**src/hw/rtl/gsd_pkg.sv**
```systemverilog
`timescale 1ns / 1ps

package gsd_pkg;

	// Field widths
	localparam int OP_W      = 2;
	localparam int NOW_W     = 32;
	localparam int CFG_W     = 16;
	localparam int CFG_IDX_W = 2;

	// Default time width for internal timestamps
	localparam int TIME_BITS_DEF = 32;

	// Opcodes
	localparam logic [OP_W-1:0] OP_RUN    = 2'd0;
	localparam logic [OP_W-1:0] OP_DOCK   = 2'd1;
	localparam logic [OP_W-1:0] OP_REINIT = 2'd2;

	// Configuration register indexes
	localparam logic [CFG_IDX_W-1:0] REG_PRES_DB  = 2'd0;
	localparam logic [CFG_IDX_W-1:0] REG_ABS_DB   = 2'd1;
	localparam logic [CFG_IDX_W-1:0] REG_CLOSE_DL = 2'd2;
	localparam logic [CFG_IDX_W-1:0] REG_POLARITY = 2'd3;

	// Configuration reset values
	localparam logic [CFG_W-1:0] PRES_DB_RST  = 16'd20;
	localparam logic [CFG_W-1:0] ABS_DB_RST   = 16'd300;
	localparam logic [CFG_W-1:0] CLOSE_DL_RST = 16'd200;
	localparam logic             POLARITY_RST = 1'b0;

	// Sequencer phase, one-hot
	typedef enum logic [3:0] {
		PH_IDLE    = 4'b0001,
		PH_DELAY   = 4'b0010,
		PH_UPRIGHT = 4'b0100,
		PH_DOCK    = 4'b1000
	} phase_t;

	// Reported phase codes
	localparam logic [1:0] PHC_IDLE    = 2'd0;
	localparam logic [1:0] PHC_DELAY   = 2'd1;
	localparam logic [1:0] PHC_UPRIGHT = 2'd2;
	localparam logic [1:0] PHC_DOCK    = 2'd3;

	function automatic logic [1:0] phase_code(phase_t ph);
		logic [1:0] code;
		case (ph)
			PH_IDLE:    code = PHC_IDLE;
			PH_DELAY:   code = PHC_DELAY;
			PH_UPRIGHT: code = PHC_UPRIGHT;
			PH_DOCK:    code = PHC_DOCK;
			default:    code = PHC_IDLE;
		endcase
		return code;
	endfunction

endpackage

```
**src/hw/rtl/gsd_if.sv**
```systemverilog
`timescale 1ns / 1ps

// Input item channel
interface gsd_item_if;
	logic                       valid;
	logic                       ready;
	logic [gsd_pkg::OP_W-1:0]   opcode;
	logic [gsd_pkg::NOW_W-1:0]  now_ms;
	logic                       raw_level;

	modport source (output valid, output opcode, output now_ms, output raw_level, input ready);
	modport sink   (input valid, input opcode, input now_ms, input raw_level, output ready);
endinterface

// Result channel
interface gsd_result_if;
	logic       valid;
	logic       ready;
	logic       servo_upright;
	logic       clamp_closed;
	logic [1:0] phase;
	logic       present_raw;

	modport source (output valid, output servo_upright, output clamp_closed, output phase,
		output present_raw, input ready);
	modport sink   (input valid, input servo_upright, input clamp_closed, input phase,
		input present_raw, output ready);
endinterface

// Configuration write channel
interface gsd_cfg_if;
	logic                            valid;
	logic                            ready;
	logic [gsd_pkg::CFG_IDX_W-1:0]   index;
	logic [gsd_pkg::CFG_W-1:0]       data;

	modport source (output valid, output index, output data, input ready);
	modport sink   (input valid, input index, input data, output ready);
endinterface

```
**src/hw/rtl/gripper_sequencer_with_debounce_unit.sv**
```systemverilog
`timescale 1ns / 1ps

// Channel   Dir  Fields                                              Transfer
// item      in   opcode[1:0], now_ms[31:0], raw_level                valid & ready
// result    out  servo_upright, clamp_closed, phase[1:0], present_raw valid & ready
// cfg       in   index[1:0], data[15:0]                              valid & ready
//
// One item per cycle sustained while result.ready is high; an item passes the input register, then the result register.
// Sequencer state is updated in the cycle an item moves from the input register
// to the result register, so each item sees the state left by the one before.
// arst_n clears control and sequencer state and loads config defaults.
// A stalled result holds the pipeline; the input register still takes an item when empty.
// cfg is always ready.

module gripper_sequencer_with_debounce_unit #(
	parameter int TIME_BITS = gsd_pkg::TIME_BITS_DEF
) (
	input  logic                clk,
	input  logic                arst_n,
	gsd_item_if.sink            item,
	gsd_result_if.source        result,
	gsd_cfg_if.sink             cfg
);
	import gsd_pkg::*;

	// Config registers
	logic [CFG_W-1:0] pres_db_q;
	logic [CFG_W-1:0] abs_db_q;
	logic [CFG_W-1:0] close_dl_q;
	logic             polarity_q;

	// Input stage
	logic                 valid_s1;
	logic [OP_W-1:0]      opcode_s1;
	logic [TIME_BITS-1:0] now_s1;
	logic                 raw_s1;

	// Sequencer state
	phase_t               phase_q;
	logic                 last_level_q;
	logic [TIME_BITS-1:0] level_since_q;
	logic [TIME_BITS-1:0] close_started_q;
	logic                 servo_q;
	logic                 clamp_q;

	// Result register
	logic       res_valid_q;
	logic       res_servo_q;
	logic       res_clamp_q;
	logic [1:0] res_phase_q;
	logic       res_present_q;

	// Next state
	phase_t               phase_n;
	logic                 last_level_n;
	logic [TIME_BITS-1:0] level_since_n;
	logic [TIME_BITS-1:0] close_started_n;
	logic                 servo_n;
	logic                 clamp_n;

	logic                    adv;
	logic                    take;
	logic [TIME_BITS+31:0]   now_ext;
	logic [TIME_BITS-1:0]    since_el;
	logic [TIME_BITS-1:0]    close_el;
	logic [TIME_BITS+15:0]   pres_db_x;
	logic [TIME_BITS+15:0]   abs_db_x;
	logic [TIME_BITS+15:0]   close_dl_x;
	logic                    pres_held;
	logic                    abs_held;
	logic                    close_done;

	// Handshake
	assign adv        = !res_valid_q || result.ready;
	assign item.ready = !valid_s1 || adv;
	assign take       = item.valid && item.ready;
	assign cfg.ready  = 1'b1;

	// Timestamp fitted to the internal time width
	assign now_ext = {{TIME_BITS{1'b0}}, item.now_ms};

	// Configuration writes
	always_ff @(posedge clk or negedge arst_n) begin
		if (!arst_n) begin
			pres_db_q  <= PRES_DB_RST;
			abs_db_q   <= ABS_DB_RST;
			close_dl_q <= CLOSE_DL_RST;
			polarity_q <= POLARITY_RST;
		end else if (cfg.valid && cfg.ready) begin
			case (cfg.index)
				REG_PRES_DB:  pres_db_q  <= cfg.data;
				REG_ABS_DB:   abs_db_q   <= cfg.data;
				REG_CLOSE_DL: close_dl_q <= cfg.data;
				REG_POLARITY: polarity_q <= cfg.data[0];
				default: ;
			endcase
		end
	end

	// Input register
	always_ff @(posedge clk or negedge arst_n) begin
		if (!arst_n) begin
			valid_s1 <= 1'b0;
		end else if (item.ready) begin
			valid_s1 <= item.valid;
		end
	end

	always_ff @(posedge clk) begin
		if (take) begin
			opcode_s1 <= item.opcode;
			now_s1    <= now_ext[TIME_BITS-1:0];
			raw_s1    <= item.raw_level;
		end
	end

	// Debounce and delay timing, using the switch record after this item's change
	assign pres_db_x  = {{TIME_BITS{1'b0}}, pres_db_q};
	assign abs_db_x   = {{TIME_BITS{1'b0}}, abs_db_q};
	assign close_dl_x = {{TIME_BITS{1'b0}}, close_dl_q};
	assign since_el   = now_s1 - level_since_n;
	assign close_el   = now_s1 - close_started_q;
	assign pres_held  = (last_level_n == polarity_q) && ({16'd0, since_el} >= pres_db_x);
	assign abs_held   = (last_level_n != polarity_q) && ({16'd0, since_el} >= abs_db_x);
	assign close_done = {16'd0, close_el} >= close_dl_x;

	// Switch tracking
	always_comb begin
		last_level_n  = last_level_q;
		level_since_n = level_since_q;
		if ((opcode_s1 == OP_RUN && raw_s1 != last_level_q) || opcode_s1 == OP_REINIT) begin
			last_level_n  = raw_s1;
			level_since_n = now_s1;
		end
	end

	// Sequencer
	always_comb begin
		phase_n         = phase_q;
		close_started_n = close_started_q;
		servo_n         = servo_q;
		clamp_n         = clamp_q;
		case (opcode_s1)
			OP_RUN: begin
				case (phase_q)
					PH_IDLE: begin
						servo_n = 1'b0;
						clamp_n = 1'b0;
						if (pres_held) begin
							clamp_n         = 1'b1;
							close_started_n = now_s1;
							phase_n         = PH_DELAY;
						end
					end
					PH_DELAY: begin
						if (abs_held) begin
							clamp_n = 1'b0;
							phase_n = PH_IDLE;
						end else if (close_done) begin
							servo_n = 1'b1;
							phase_n = PH_UPRIGHT;
						end
					end
					PH_UPRIGHT: begin
						servo_n = 1'b1;
						clamp_n = !abs_held;
						if (abs_held) begin
							phase_n = PH_IDLE;
						end
					end
					default: begin
						servo_n = 1'b1;
						clamp_n = 1'b0;
					end
				endcase
			end
			OP_DOCK: begin
				if (phase_q == PH_UPRIGHT) begin
					servo_n = 1'b1;
					clamp_n = 1'b0;
					phase_n = PH_DOCK;
				end
			end
			OP_REINIT: begin
				phase_n         = PH_IDLE;
				close_started_n = '0;
				servo_n         = 1'b0;
				clamp_n         = 1'b0;
			end
			default: ;
		endcase
	end

	// State update as an item moves to the result register
	always_ff @(posedge clk or negedge arst_n) begin
		if (!arst_n) begin
			phase_q         <= PH_IDLE;
			last_level_q    <= 1'b1;
			level_since_q   <= '0;
			close_started_q <= '0;
			servo_q         <= 1'b0;
			clamp_q         <= 1'b0;
		end else if (valid_s1 && adv) begin
			phase_q         <= phase_n;
			last_level_q    <= last_level_n;
			level_since_q   <= level_since_n;
			close_started_q <= close_started_n;
			servo_q         <= servo_n;
			clamp_q         <= clamp_n;
		end
	end

	// Result register
	always_ff @(posedge clk or negedge arst_n) begin
		if (!arst_n) begin
			res_valid_q <= 1'b0;
		end else if (adv) begin
			res_valid_q <= valid_s1;
		end
	end

	always_ff @(posedge clk) begin
		if (valid_s1 && adv) begin
			res_servo_q   <= servo_n;
			res_clamp_q   <= clamp_n;
			res_phase_q   <= phase_code(phase_n);
			res_present_q <= (raw_s1 == polarity_q);
		end
	end

	assign result.valid         = res_valid_q;
	assign result.servo_upright = res_servo_q;
	assign result.clamp_closed  = res_clamp_q;
	assign result.phase         = res_phase_q;
	assign result.present_raw   = res_present_q;

	// Checks
	a_dock_outputs: assert property (@(posedge clk) disable iff (!arst_n)
		phase_q == PH_DOCK |-> servo_q && !clamp_q)
		else $error("dock phase must hold servo upright and clamp open");

	a_upright_outputs: assert property (@(posedge clk) disable iff (!arst_n)
		phase_q == PH_UPRIGHT |-> servo_q && clamp_q)
		else $error("upright hold must have servo upright and clamp closed");

	a_delay_outputs: assert property (@(posedge clk) disable iff (!arst_n)
		phase_q == PH_DELAY |-> !servo_q && clamp_q)
		else $error("close delay must have servo mid and clamp closed");

	a_no_overwrite: assert property (@(posedge clk) disable iff (!arst_n)
		valid_s1 && !adv |-> !item.ready)
		else $error("input register taken while its item is stalled");

	a_stall_keeps_item: assert property (@(posedge clk) disable iff (!arst_n)
		valid_s1 && !adv |=> valid_s1)
		else $error("stalled item lost from input register");

endmodule
```
**src/flat_wrapper.sv**
```systemverilog
// flat-port wrapper written by rule: the top's interface ports become plain ports
module gripper_sequencer_with_debounce_unit_flat import gsd_pkg::*;
#(
	parameter int TIME_BITS = gsd_pkg::TIME_BITS_DEF
)
  (clk, arst_n, item_valid, item_opcode, item_now_ms, item_raw_level, item_ready, result_valid, result_servo_upright, result_clamp_closed, result_phase, result_present_raw, result_ready, cfg_valid, cfg_index, cfg_data, cfg_ready);
  gsd_item_if item_i ();
  gsd_result_if result_i ();
  gsd_cfg_if cfg_i ();
  input  logic clk;
  input  logic arst_n;
  input wire logic [$bits(item_i.valid)-1:0] item_valid;
  input wire logic [$bits(item_i.opcode)-1:0] item_opcode;
  input wire logic [$bits(item_i.now_ms)-1:0] item_now_ms;
  input wire logic [$bits(item_i.raw_level)-1:0] item_raw_level;
  output wire logic [$bits(item_i.ready)-1:0] item_ready;
  output wire logic [$bits(result_i.valid)-1:0] result_valid;
  output wire logic [$bits(result_i.servo_upright)-1:0] result_servo_upright;
  output wire logic [$bits(result_i.clamp_closed)-1:0] result_clamp_closed;
  output wire logic [$bits(result_i.phase)-1:0] result_phase;
  output wire logic [$bits(result_i.present_raw)-1:0] result_present_raw;
  input wire logic [$bits(result_i.ready)-1:0] result_ready;
  input wire logic [$bits(cfg_i.valid)-1:0] cfg_valid;
  input wire logic [$bits(cfg_i.index)-1:0] cfg_index;
  input wire logic [$bits(cfg_i.data)-1:0] cfg_data;
  output wire logic [$bits(cfg_i.ready)-1:0] cfg_ready;
  assign item_i.valid = item_valid;
  assign item_i.opcode = item_opcode;
  assign item_i.now_ms = item_now_ms;
  assign item_i.raw_level = item_raw_level;
  assign item_ready = item_i.ready;
  assign result_valid = result_i.valid;
  assign result_servo_upright = result_i.servo_upright;
  assign result_clamp_closed = result_i.clamp_closed;
  assign result_phase = result_i.phase;
  assign result_present_raw = result_i.present_raw;
  assign result_i.ready = result_ready;
  assign cfg_i.valid = cfg_valid;
  assign cfg_i.index = cfg_index;
  assign cfg_i.data = cfg_data;
  assign cfg_ready = cfg_i.ready;
  gripper_sequencer_with_debounce_unit #(.TIME_BITS(TIME_BITS)) u_core (.clk(clk), .arst_n(arst_n), .item(item_i), .result(result_i), .cfg(cfg_i));
endmodule
```
**config.mk**
```make
export PLATFORM = sky130hd
export DESIGN_NAME = gripper_sequencer_with_debounce_unit_flat
export DESIGN_NICKNAME = d
export VERILOG_FILES = /design/src/hw/rtl/gsd_pkg.sv /design/src/hw/rtl/gsd_if.sv /design/src/hw/rtl/gripper_sequencer_with_debounce_unit.sv /design/src/flat_wrapper.sv
export SDC_FILE = /design/constraint.sdc
export NUM_CORES = 1
export LEC_CHECK = 0
export BUFFER_PORTS_ARGS = -buffer_cell sky130_fd_sc_hd__buf_4
export CAP_MARGIN = 40
export CELL_PAD_IN_SITES_DETAIL_PLACEMENT = 1
export CELL_PAD_IN_SITES_GLOBAL_PLACEMENT = 2
export CORE_AREA = 5 5 177 179
export CTS_BUF_LIST = sky130_fd_sc_hd__clkbuf_4 sky130_fd_sc_hd__clkbuf_8 sky130_fd_sc_hd__clkbuf_16
export CTS_CLUSTER_SIZE = 12
export DETAILED_ROUTE_END_ITERATION = 10
export DIE_AREA = 0 0 182 184
export MAX_ROUTING_LAYER = met4
export PLACE_DENSITY_LB_ADDON = 0.1
export SLEW_MARGIN = 5
export SYNTH_ARGS = -nofsm -noshare
export SYNTH_HDL_FRONTEND = slang
export SYNTH_SLANG_ARGS = --single-unit
```
**constraint.sdc**
```tcl
create_clock -name clk -period 9.25 [get_ports clk]
set_input_delay 0.925 -clock clk [delete_from_list [all_inputs] [get_ports clk]]
set_output_delay 0.925 -clock clk [all_outputs]
set_load 0.03 [all_outputs]
```
* Word level (Yosys, flattened, before mapping)
Cells that the tools add are included.
Word-level totals: register bits after elaboration 162, output and inout bits 8, word-level logic and storage cells 83
Cells by class: $add $sub $neg 2, order comparisons 3, equal/unequal tests 17, multiplexer cells 23, reduce and logical (&&, ||, !) cells 19
Operators by type and width (number):
- greater-or-equal comparator 32 x 16 -> 1 bit | 3
- two-way mux 32 bit | 3
- case mux 32 bit (2 select lines) | 1
- subtractor 32 bit | 2
- case mux 4 bit (3 select lines) | 2
- two-way mux 4 bit | 5
- case mux 1 bit (3 select lines) | 3
- equality test 4 x 2 -> 1 bit (second input constant) | 2
- equality test 4 x 3 -> 1 bit (second input constant) | 2
- AND reduction 2 bit | 4
- two-way mux 1 bit | 7
- equality test 2 bit (second input constant) | 3
- case mux 2 bit (3 select lines) | 1
- logical AND 1 bit | 5
- equality test 2 x 1 -> 1 bit (second input constant) | 2
- equality test 4 x 1 -> 1 bit (second input constant) | 1
- equality test 4 bit (second input constant) | 1
- zero test 2 bit | 2
- AND reduction 4 bit | 1
- zero test 1 bit | 3
- logical OR 1 bit | 3
- equality test 1 bit | 2
- inequality test 1 bit | 2
- inequality test 2 x 1 -> 1 bit (second input constant) | 1
- 3 further kinds | 3

* Depth between registers and ports, before layout
Gate-level depths: netlist of the first run.
depth in word-level cells 12, mapped depth 30, gate-level depth less buffers 25

* Worst setup path before layout of the first run
No wires, ideal clock.
path kind reg2reg, start point reg u_core.raw_s1, end point reg u_core.close_started_q[18], library setup time 0.122 ns, arrival time 5.419 ns, required time 9.128 ns, path slack 3.709 ns, stages on the path, launching flop included 30, path buffers 5, path through edfxtp_1 -> buf_2 -> xnor2_2 -> a21o_1 -> buf_4 -> clkbuf_1 -> nand2_1 -> o21ai_0 -> ha_1 -> inv_1 -> or3_1 -> nand4_1 -> a21oi_1 -> nor2_1 -> xor2_1 -> o21ai_0 -> ha_1 -> a21o_1 -> a21oi_1 -> nor2b_1 -> o21ai_0 -> nand2b_1 -> a221o_1 -> a21o_1 -> a2111oi_0 -> a31o_2 -> a21o_1 -> buf_6 -> buf_4 -> o21ai_1
On the way: longest elaborated chain between the ends 9
RTL lines:
- start, declared | RTL line gripper_sequencer_with_debounce_unit.sv:36 | logic raw_s1;
- start signal, assigned | RTL line gripper_sequencer_with_debounce_unit.sv:113 | raw_s1 <= item.raw_level;
- inequality test 1 bit | RTL line gripper_sequencer_with_debounce_unit.sv:131 | if ((opcode_s1 == OP_RUN && raw_s1 != last_level_q) || opcode_s1 == OP_REINIT) begin
- logical AND 1 bit | RTL line gripper_sequencer_with_debounce_unit.sv:131
- logical OR 1 bit | RTL line gripper_sequencer_with_debounce_unit.sv:131
- two-way mux 32 bit | RTL line gripper_sequencer_with_debounce_unit.sv:131
- named net u_core.level_since_n[0] | RTL line gripper_sequencer_with_debounce_unit.sv:56 | logic [TIME_BITS-1:0] level_since_n;
- subtractor 32 bit | RTL line gripper_sequencer_with_debounce_unit.sv:121 | assign since_el = now_s1 - level_since_n;
- greater-or-equal comparator 32 x 16 -> 1 bit | RTL line gripper_sequencer_with_debounce_unit.sv:123 | assign pres_held = (last_level_n == polarity_q) && ({16'd0, since_el} >= pres_db_x);
- logical AND 1 bit | RTL line gripper_sequencer_with_debounce_unit.sv:123
- inequality test 2 x 1 -> 1 bit (no line)
- AND reduction 4 bit (no line)
- end signal, assigned | RTL line gripper_sequencer_with_debounce_unit.sv:207 | close_started_q <= close_started_n;
- end, declared | RTL line gripper_sequencer_with_debounce_unit.sv:42 | logic [TIME_BITS-1:0] close_started_q;
The timed path passes the listed nets, and every way through them passes these cells. A chain may end at the register's enable or synchronous reset.

* Worst setup path after layout of the first run
start point reg u_core.opcode_s1[1], end point reg u_core.close_started_q[5]
On the way: longest elaborated chain between the ends 9
RTL lines:
- start, declared | RTL line gripper_sequencer_with_debounce_unit.sv:34 | logic [OP_W-1:0] opcode_s1;
- start signal, assigned | RTL line gripper_sequencer_with_debounce_unit.sv:111 | opcode_s1 <= item.opcode;
- zero test 2 bit | RTL line gripper_sequencer_with_debounce_unit.sv:131
- logical AND 1 bit | RTL line gripper_sequencer_with_debounce_unit.sv:131
- logical OR 1 bit (*) | RTL line gripper_sequencer_with_debounce_unit.sv:131
- two-way mux 32 bit (*) | RTL line gripper_sequencer_with_debounce_unit.sv:131
- named net u_core.level_since_n[0] | RTL line gripper_sequencer_with_debounce_unit.sv:56
- subtractor 32 bit (*) | RTL line gripper_sequencer_with_debounce_unit.sv:121
- greater-or-equal comparator 32 x 16 -> 1 bit (*) | RTL line gripper_sequencer_with_debounce_unit.sv:123
- logical AND 1 bit (*) | RTL line gripper_sequencer_with_debounce_unit.sv:123
- inequality test 2 x 1 -> 1 bit (no line) (*)
- AND reduction 4 bit (no line) (*)
Mark *: on every way through the listed nets, which the timed path passes. The rest lies on a longest branch.

==> impl_metrics.yaml, run 1 <==
setup_path:
  crit_path_top_delay_cell: "edfxtp_1"
  endpoint_kind: "register"
  ff2ff_setup_slack_ps: 2690
  critPathMaxStageDelay_ps: 600
  crit_cells: 27
  reg2reg_depth: 27
  critical_path_class: "register to register"
  crit_buf_inv: 4
  reg2reg_to: "u_core.close_started_q[5]"
  crit_arrival_ps: 6950
  cp_top_family: "compound AO/OA/AOI/OAI gates"
  cp_max_fo: 42
  crit_path_start_kind: "register"
  required_ps: 9640
  r2r_start: "u_core.opcode_s1[1]"
run:
  cap_viol_max_count: 0
sta:
  final-max-slew-violation-count: 0
  setup_viol: 0
  fin_skew_ps: 12.23
  tightest_slew_ps: 932.5
  min_period_over_period_pct: 70.96
  finalHoldViolCount: 0
  final.hold.worst_slack_ps: 350.2
  max-slew-margin-rel_pct: 37.64
  layout_setup_ws_ps: 2686
  period_needed_ps: 6564
  tns_ps: 0
  grt_setup_unrepaired: "false"
  fmaxAchievable_mhz: 152.4
placed_design:
  globalplace.congestion: 0.8395
  port_buffers: 64
  dp_cells: 1778
  post-dp-hpwl_um: 29090
  post-place-ws_ps: 2689
detailed_routing:
  ant_nets: 0
  met1_length_um: 18440
  wl_met2_um: 17330
  wl_met3_um: 875
  wl_per_cell_um: 20.51
  firstDrtPassIters: 4
  route.detailed.drc: 0
  top_layer: "met4"
  drt-initial-drc-count: 524
  via_count: 10350
  via_per_inst: 5.716
  postRouteWirelength_um: 37140
pwr:
  p_clk_share_pct: 19.3
  power_switching_mw: 1.576
  powerDensity_nw_per_um2: 267.0
  power_mw: 3.630
  p_int_mw: 2.053
  cellLeakagePower_nw: 5.918
  ir_worst_vdd_mv: 0.1616
  power_frac_seq_pct: 28.3
  p_comb_share_pct: 52.4
  swShare_pct: 43.43
die:
  fp.coreArea_um2: 29400
  die-area_um2: 33490
  pin_count: 66
  rows: 63
  die_w_um: 182
  start_util_pct: 41.40
  die_h_um: 184
clock_tree:
  clock-sinks: 162
  clockRootBuffer: "clkbuf_16"
  htreeDepth: 4
  cts-resized-gates: 0
  cts_buffers: 17
  cts_tree: "built"
  clk-insertion-delay-late_ps: 460
  cts_max_path_buffers: 2
  path_clk_slew_ps: 70
  post_cts_buffers: 0
  cts.hold.buffers_added: 0
logic_synthesis:
  synthesis.area_um2: 12170
  synthFlopType: "dfrtp_1"
  yosys.area.top_type: "dfrtp_1"
  yosysWarnings: 0
  yosysMostFrequentCell: "nand2_1"
  synth_edf_count: 40
  synth_nets: 1531
  synthArstFlopShare_pct: 75.31
  syn_area_per_cell_um2: 8.871
  synth_top_area_share_pct: 22.82
  synth-seq-cells: 162
  ys_types: 83
  ys_seq_area_share_pct: 35.06
  synthCells: 1372
  synth.top_cells.by_area: "dfrtp_1, ha_1, edfxtp_1, mux2_2, nand2_1"
  synthTopCellsByCount: "nand2_1, dfrtp_1, inv_1, ha_1, a21oi_1"
min_path:
  hold_class: "primary input to asynchronous set/reset pin"
global_routing:
  grt_pass1_wl_um: 60000
  grt_pass1_vias: 10820
  grt_remaining_overflow: 0
  grt.total_usage_pct: 23.20
  grt_max_degree: 57
  antenna_found_initial: 0
cells_and_area:
  nNetsFinal: 1567
  drive_gt1_share_pct: 14.36
  fin_cells: 1811
  areaGrowthSynthToFinish_pct: 11.67
  num_antenna_cells: 0
  n_fill_cell: 3421
outcome:
  status: "completed"
## worst max path at each step
stage / slack (ps) / end / startpoint
after floorplan: 3710 / u_core.close_started_q[18] / u_core.raw_s1
after global placement: 2520 / u_core.close_started_q[28] / u_core.opcode_s1[1]
after detailed placement: 2690 / u_core.close_started_q[20] / u_core.opcode_s1[1]
after CTS: 2640 / u_core.close_started_q[20] / u_core.opcode_s1[1]
after global routing: 2150 / u_core.close_started_q[19] / u_core.opcode_s1[1]
final: 2690 / u_core.close_started_q[5] / u_core.opcode_s1[1]
## power groups by stage
stage               Sequential, mW  Clock (mW)  Combinational [mW]
floorplan                    0.993           0                1.40
global placement              1.03           0                1.84
detailed placement            1.04           0                1.88
CTS                           1.03       0.721                1.90
global route                  1.05       0.755                2.13
finish                        1.03       0.700                1.90
## kinds of logic (layout without fill, tap and decap cells)
kind of cell             after synthesis  count (layout)  share of synthesized area, %
AO/OA/AOI/OAI                        372             372                         19.52
AND/OR/NAND/NOR                      420             420                         16.92
flip-flops                           162             162                         35.06
buffers and inverters                168             217                         5.633
adder cells (fa/ha/maj)              109             109                         11.10
other                                  1               1                       0.03081
XOR/XNOR                              49              49                         3.588
multiplexers                          91              91                         8.141
## state kept, by name, indices dropped and copies added (netlist names)
register and flops:
u_core.phase_q 4, u_core.result.phase 2, u_core.raw_s1 1, u_core.result.valid 1
u_core.polarity_q 1, u_core.valid_s1 1, u_core.last_level_q 1, u_core.servo_q 1
u_core.level_since_q 32, u_core.close_started_q 32, u_core.clamp_q 1, u_core.pres_db_q 16
u_core.close_dl_q 16, u_core.result.clamp_closed 1, u_core.abs_db_q 16, u_core.result.present_raw 1
u_core.opcode_s1 2, u_core.now_s1 32, u_core.result.servo_upright 1
## metal layers
metal	vias to the layer above	track usage (%)
li1	5026	-
met1	5187	31.26
met2	109	37.28
met3	29	3.542
met4	0	5.104
met5	-	-
## cells in the final DEF (no fill, tap or decap), types with 22 or more instances in the layout
cell	netlist	final
nand2_1	170	170
dfrtp_1	111	111
inv_1	109	109
ha_1	100	100
a21oi_1	91	90
o21ai_0	90	90
buf_4	6	70
mux2_2	64	64
nor2_1	61	61
edfxtp_1	40	40
o21ai_1	31	31
xnor2_1	30	30
mux2i_1	27	27
a21o_1	27	26
nor3_1	25	25
nand4_1	24	24
nand3_1	24	24
nand2b_1	23	22
## area by class of cell
cell class                 count  area, um2  share of cell area [%]
sequential                   162       4268                   31.40
multi-input combinational   1042       7239                   53.26
clock buffer                  18      439.2                   3.231
timing repair buffer          75      616.8                   4.538
tap                          390      488.0                   3.590
clock inverter                14      127.6                  0.9390
inverter                     110      412.9                   3.038
## metrics by stage
stage	instance area [um2]	util [%]
2_1_floorplan	12170	-
3_3_place_gp	12930	43.99
3_5_place_dp	13010	44.26
4_1_cts	13580	46.18
5_1_grt	13590	46.23
6_report	13590	46.23
(Power assumes the default switching activity.)
==> run 2: changes to the inputs <==
Settings changed: ABC_AREA set to 1, CORE_AREA 5 5 177 179 to 5 5 191 193, DIE_AREA 0 0 182 184 to 0 0 196 198.
Clock period 9.25 ns to 6.3 ns, I/O delays scaled along.
==> run 2 against run 1 <==
  * Utilization fell by 5.9 points
  * Die area rose by 16%
  * Count of clock-buffer cells in the layout fell by 1
  * Fmax rose by 23%
  * Clock skew rose by 0.96 ps
  * Register-to-register slack got worse by 1700 ps
  * Global-route usage fell by 1.5 points
  * Area after synthesis rose by 0.60%
  * Hold slack got worse by 200 ps
  * Via count rose by 6.8%
  * Combinational power rose by 89%
  * Flip-flop and latch count did not move
  * Critical endpoint is now u_core.result.phase[0]
  * Highest routed layer unchanged
==> impl_metrics.yaml, run 2 <==
outcome:
  status: "completed"
pwr:
  power_frac_seq_pct: 25.0
  cellLeakagePower_nw: 7.053
  power_mw: 6.297
  p_int_mw: 3.258
  swShare_pct: 48.26
  p_comb_share_pct: 57.1
  power_switching_mw: 3.039
  powerDensity_nw_per_um2: 453.8
  p_clk_share_pct: 17.9
  ir_worst_vdd_mv: 0.2132
die:
  rows: 68
  die_h_um: 198
  die_w_um: 196
  die-area_um2: 38810
  start_util_pct: 35.62
  pin_count: 66
  fp.coreArea_um2: 34370
placed_design:
  post-dp-hpwl_um: 33040
  dp_cells: 2194
  globalplace.congestion: 0.9054
  port_buffers: 64
sta:
  final.hold.worst_slack_ps: 146.9
  period_needed_ps: 5342
  final-max-slew-violation-count: 0
  fmaxAchievable_mhz: 187.2
  finalHoldViolCount: 0
  setup_viol: 0
  tns_ps: 0
  fin_skew_ps: 13.19
  max-slew-margin-rel_pct: 45.90
  min_period_over_period_pct: 84.80
  grt_setup_unrepaired: "false"
  tightest_slew_ps: 804.1
logic_synthesis:
  synth-seq-cells: 162
  ys_seq_area_share_pct: 34.86
  synthesis.area_um2: 12240
  yosysWarnings: 0
  ys_types: 48
  syn_area_per_cell_um2: 7.198
  synth_top_area_share_pct: 22.69
  synthCells: 1701
  synth_nets: 1860
  synthFlopType: "dfrtp_1"
  yosys.area.top_type: "dfrtp_1"
  yosysMostFrequentCell: "nand2_1"
  synthArstFlopShare_pct: 75.31
  synth_edf_count: 40
  synthTopCellsByCount: "nand2_1, inv_1, o21ai_0, dfrtp_1, nor2_1"
  synth.top_cells.by_area: "dfrtp_1, nand2_1, ha_1, edfxtp_1, inv_1"
global_routing:
  grt_pass1_wl_um: 63900
  grt_max_degree: 65
  grt_remaining_overflow: 0
  grt.total_usage_pct: 21.75
  antenna_found_initial: 1
  grt_pass1_vias: 11400
cells_and_area:
  drive_gt1_share_pct: 9.994
  reg_top3: "u_core.close_started_q: 32 flops, u_core.level_since_q: 32 flops, u_core.now_s1: 32 flops"
  nNetsFinal: 1917
  fin_util_pct: 40.37
  mostFrequentLayoutCells: "nand2_1, inv_1, o21ai_0"
  num_antenna_cells: 0
  layout_commonest_cell: "nand2_1"
  areaGrowthSynthToFinish_pct: 13.33
  fin_cells: 2226
setup_path:
  critical_path_class: "register to register"
  cp-startpoint: "u_core.opcode_s1[0]"
  endpoint_kind: "register"
  crit_arrival_ps: 5550
  reg2reg_to: "u_core.result.phase[0]"
  reg2reg_depth: 26
  required_ps: 6510
  r2r_start: "u_core.opcode_s1[0]"
  crit_end: "u_core.result.phase[0]"
  crit_path_start_kind: "register"
  ff2ff_setup_slack_ps: 960
  cp_max_fo: 30
clock_tree:
  cts_tree: "built"
  htreeDepth: 4
  path_clk_slew_ps: 80
  clockRootBuffer: "clkbuf_16"
  cts-resized-gates: 0
  cts_max_path_buffers: 2
  cts_buffers: 17
  clock-sinks: 162
  clk-insertion-delay-late_ps: 450
  cts.hold.buffers_added: 0
  post_cts_buffers: 0
detailed_routing:
  drt-initial-drc-count: 476
  wl_per_cell_um: 18.16
  postRouteWirelength_um: 40420
  route.detailed.drc: 0
  via_per_inst: 4.968
  via_count: 11060
  ant_nets: 0
  firstDrtPassIters: 5
min_path:
  hold_class: "primary input to asynchronous set/reset pin"
run:
  cap_viol_max_count: 0
## run 2: final cells by class
| cell class | count | area, um2 |
|---|---|---|
| fill | 4360 | 20500 |
| timing repair buffer | 77 | 656.9 |
| sequential | 162 | 4268 |
| tap | 455 | 569.3 |
| inverter | 311 | 1167 |
| clock buffer | 17 | 425.4 |
| clock inverter | 15 | 185.2 |
| multi-input combinational | 1189 | 6604 |
## run 2: how the worst min path moves through the flow
stage	to	depth (start not counted)	start
after floorplan	u_core.abs_db_q[0]	0	arst_n
after global placement	u_core.level_since_q[19]	2	u_core.level_since_q[19]
after detailed placement	u_core.close_started_q[7]	2	u_core.close_started_q[7]
after CTS	u_core.abs_db_q[15]	1	arst_n
after global routing	u_core.abs_db_q[15]	1	arst_n
final	u_core.abs_db_q[15]	1	arst_n
## run 2: worst max-delay path, stage by stage (launching register included)
cell      delay [ps]
edfxtp_1         570
nor2_4           230
nand3_4          370
nand2_2          370
buf_4            340
o21ai_0          140
ha_1             410
a21oi_1          330
o21ai_0          210
a21oi_1          320
nor2_1           100
nor4_1           310
nand2_1          100
nand2_1           60
nand2_1           70
nor2_1           100
nand2_1           90
nor2_2           210
nand3_2          110
nand2_2          110
nand2_1           60
nand3_1          110
nand2_1           70
nand2_1          100
nor2_1            60
nand2_1           70
nand2_1           50
## run 2: logic make-up (layout without fill, tap and decap cells)
family,after synthesis,count (layout),share of synthesized area (%)
buffers and inverters,350,420,11.23
AND/OR/NAND/NOR,742,742,26.61
other,1,1,0.03063
AO/OA/AOI/OAI,303,303,13.89
adder cells (fa/ha/maj),101,101,10.38
XOR/XNOR,42,42,3.004
flip-flops,162,162,34.86
## run 2: per-stage QoR
stage	area [um2]	setup slack, ps
after floorplan	12240	2175
after global placement	13150	982.2
after detailed placement	13270	904.1
after CTS	13880	871.2
after global routing	13880	390.2
final	13880	957.6
## run 2: power groups by stage
| stage | Sequential [mW] | Combinational, mW | Clock (mW) |
|---|---|---|---|
| 2_1_floorplan | 1.53 | 2.60 | 0 |
| 3_3_place_gp | 1.59 | 3.52 | 0 |
| 3_5_place_dp | 1.59 | 3.61 | 0 |
| 4_1_cts | 1.57 | 3.64 | 1.15 |
| 5_1_grt | 1.61 | 4.14 | 1.19 |
| 6_report | 1.57 | 3.60 | 1.12 |
## run 2: metal layers
layer | GRT usage, % | routed length [um]
met1 | 30.95 | 20830
met2 | 33.73 | 18130
met3 | 2.893 | 962
met4 | 3.879 | 500
met5 | - | 0
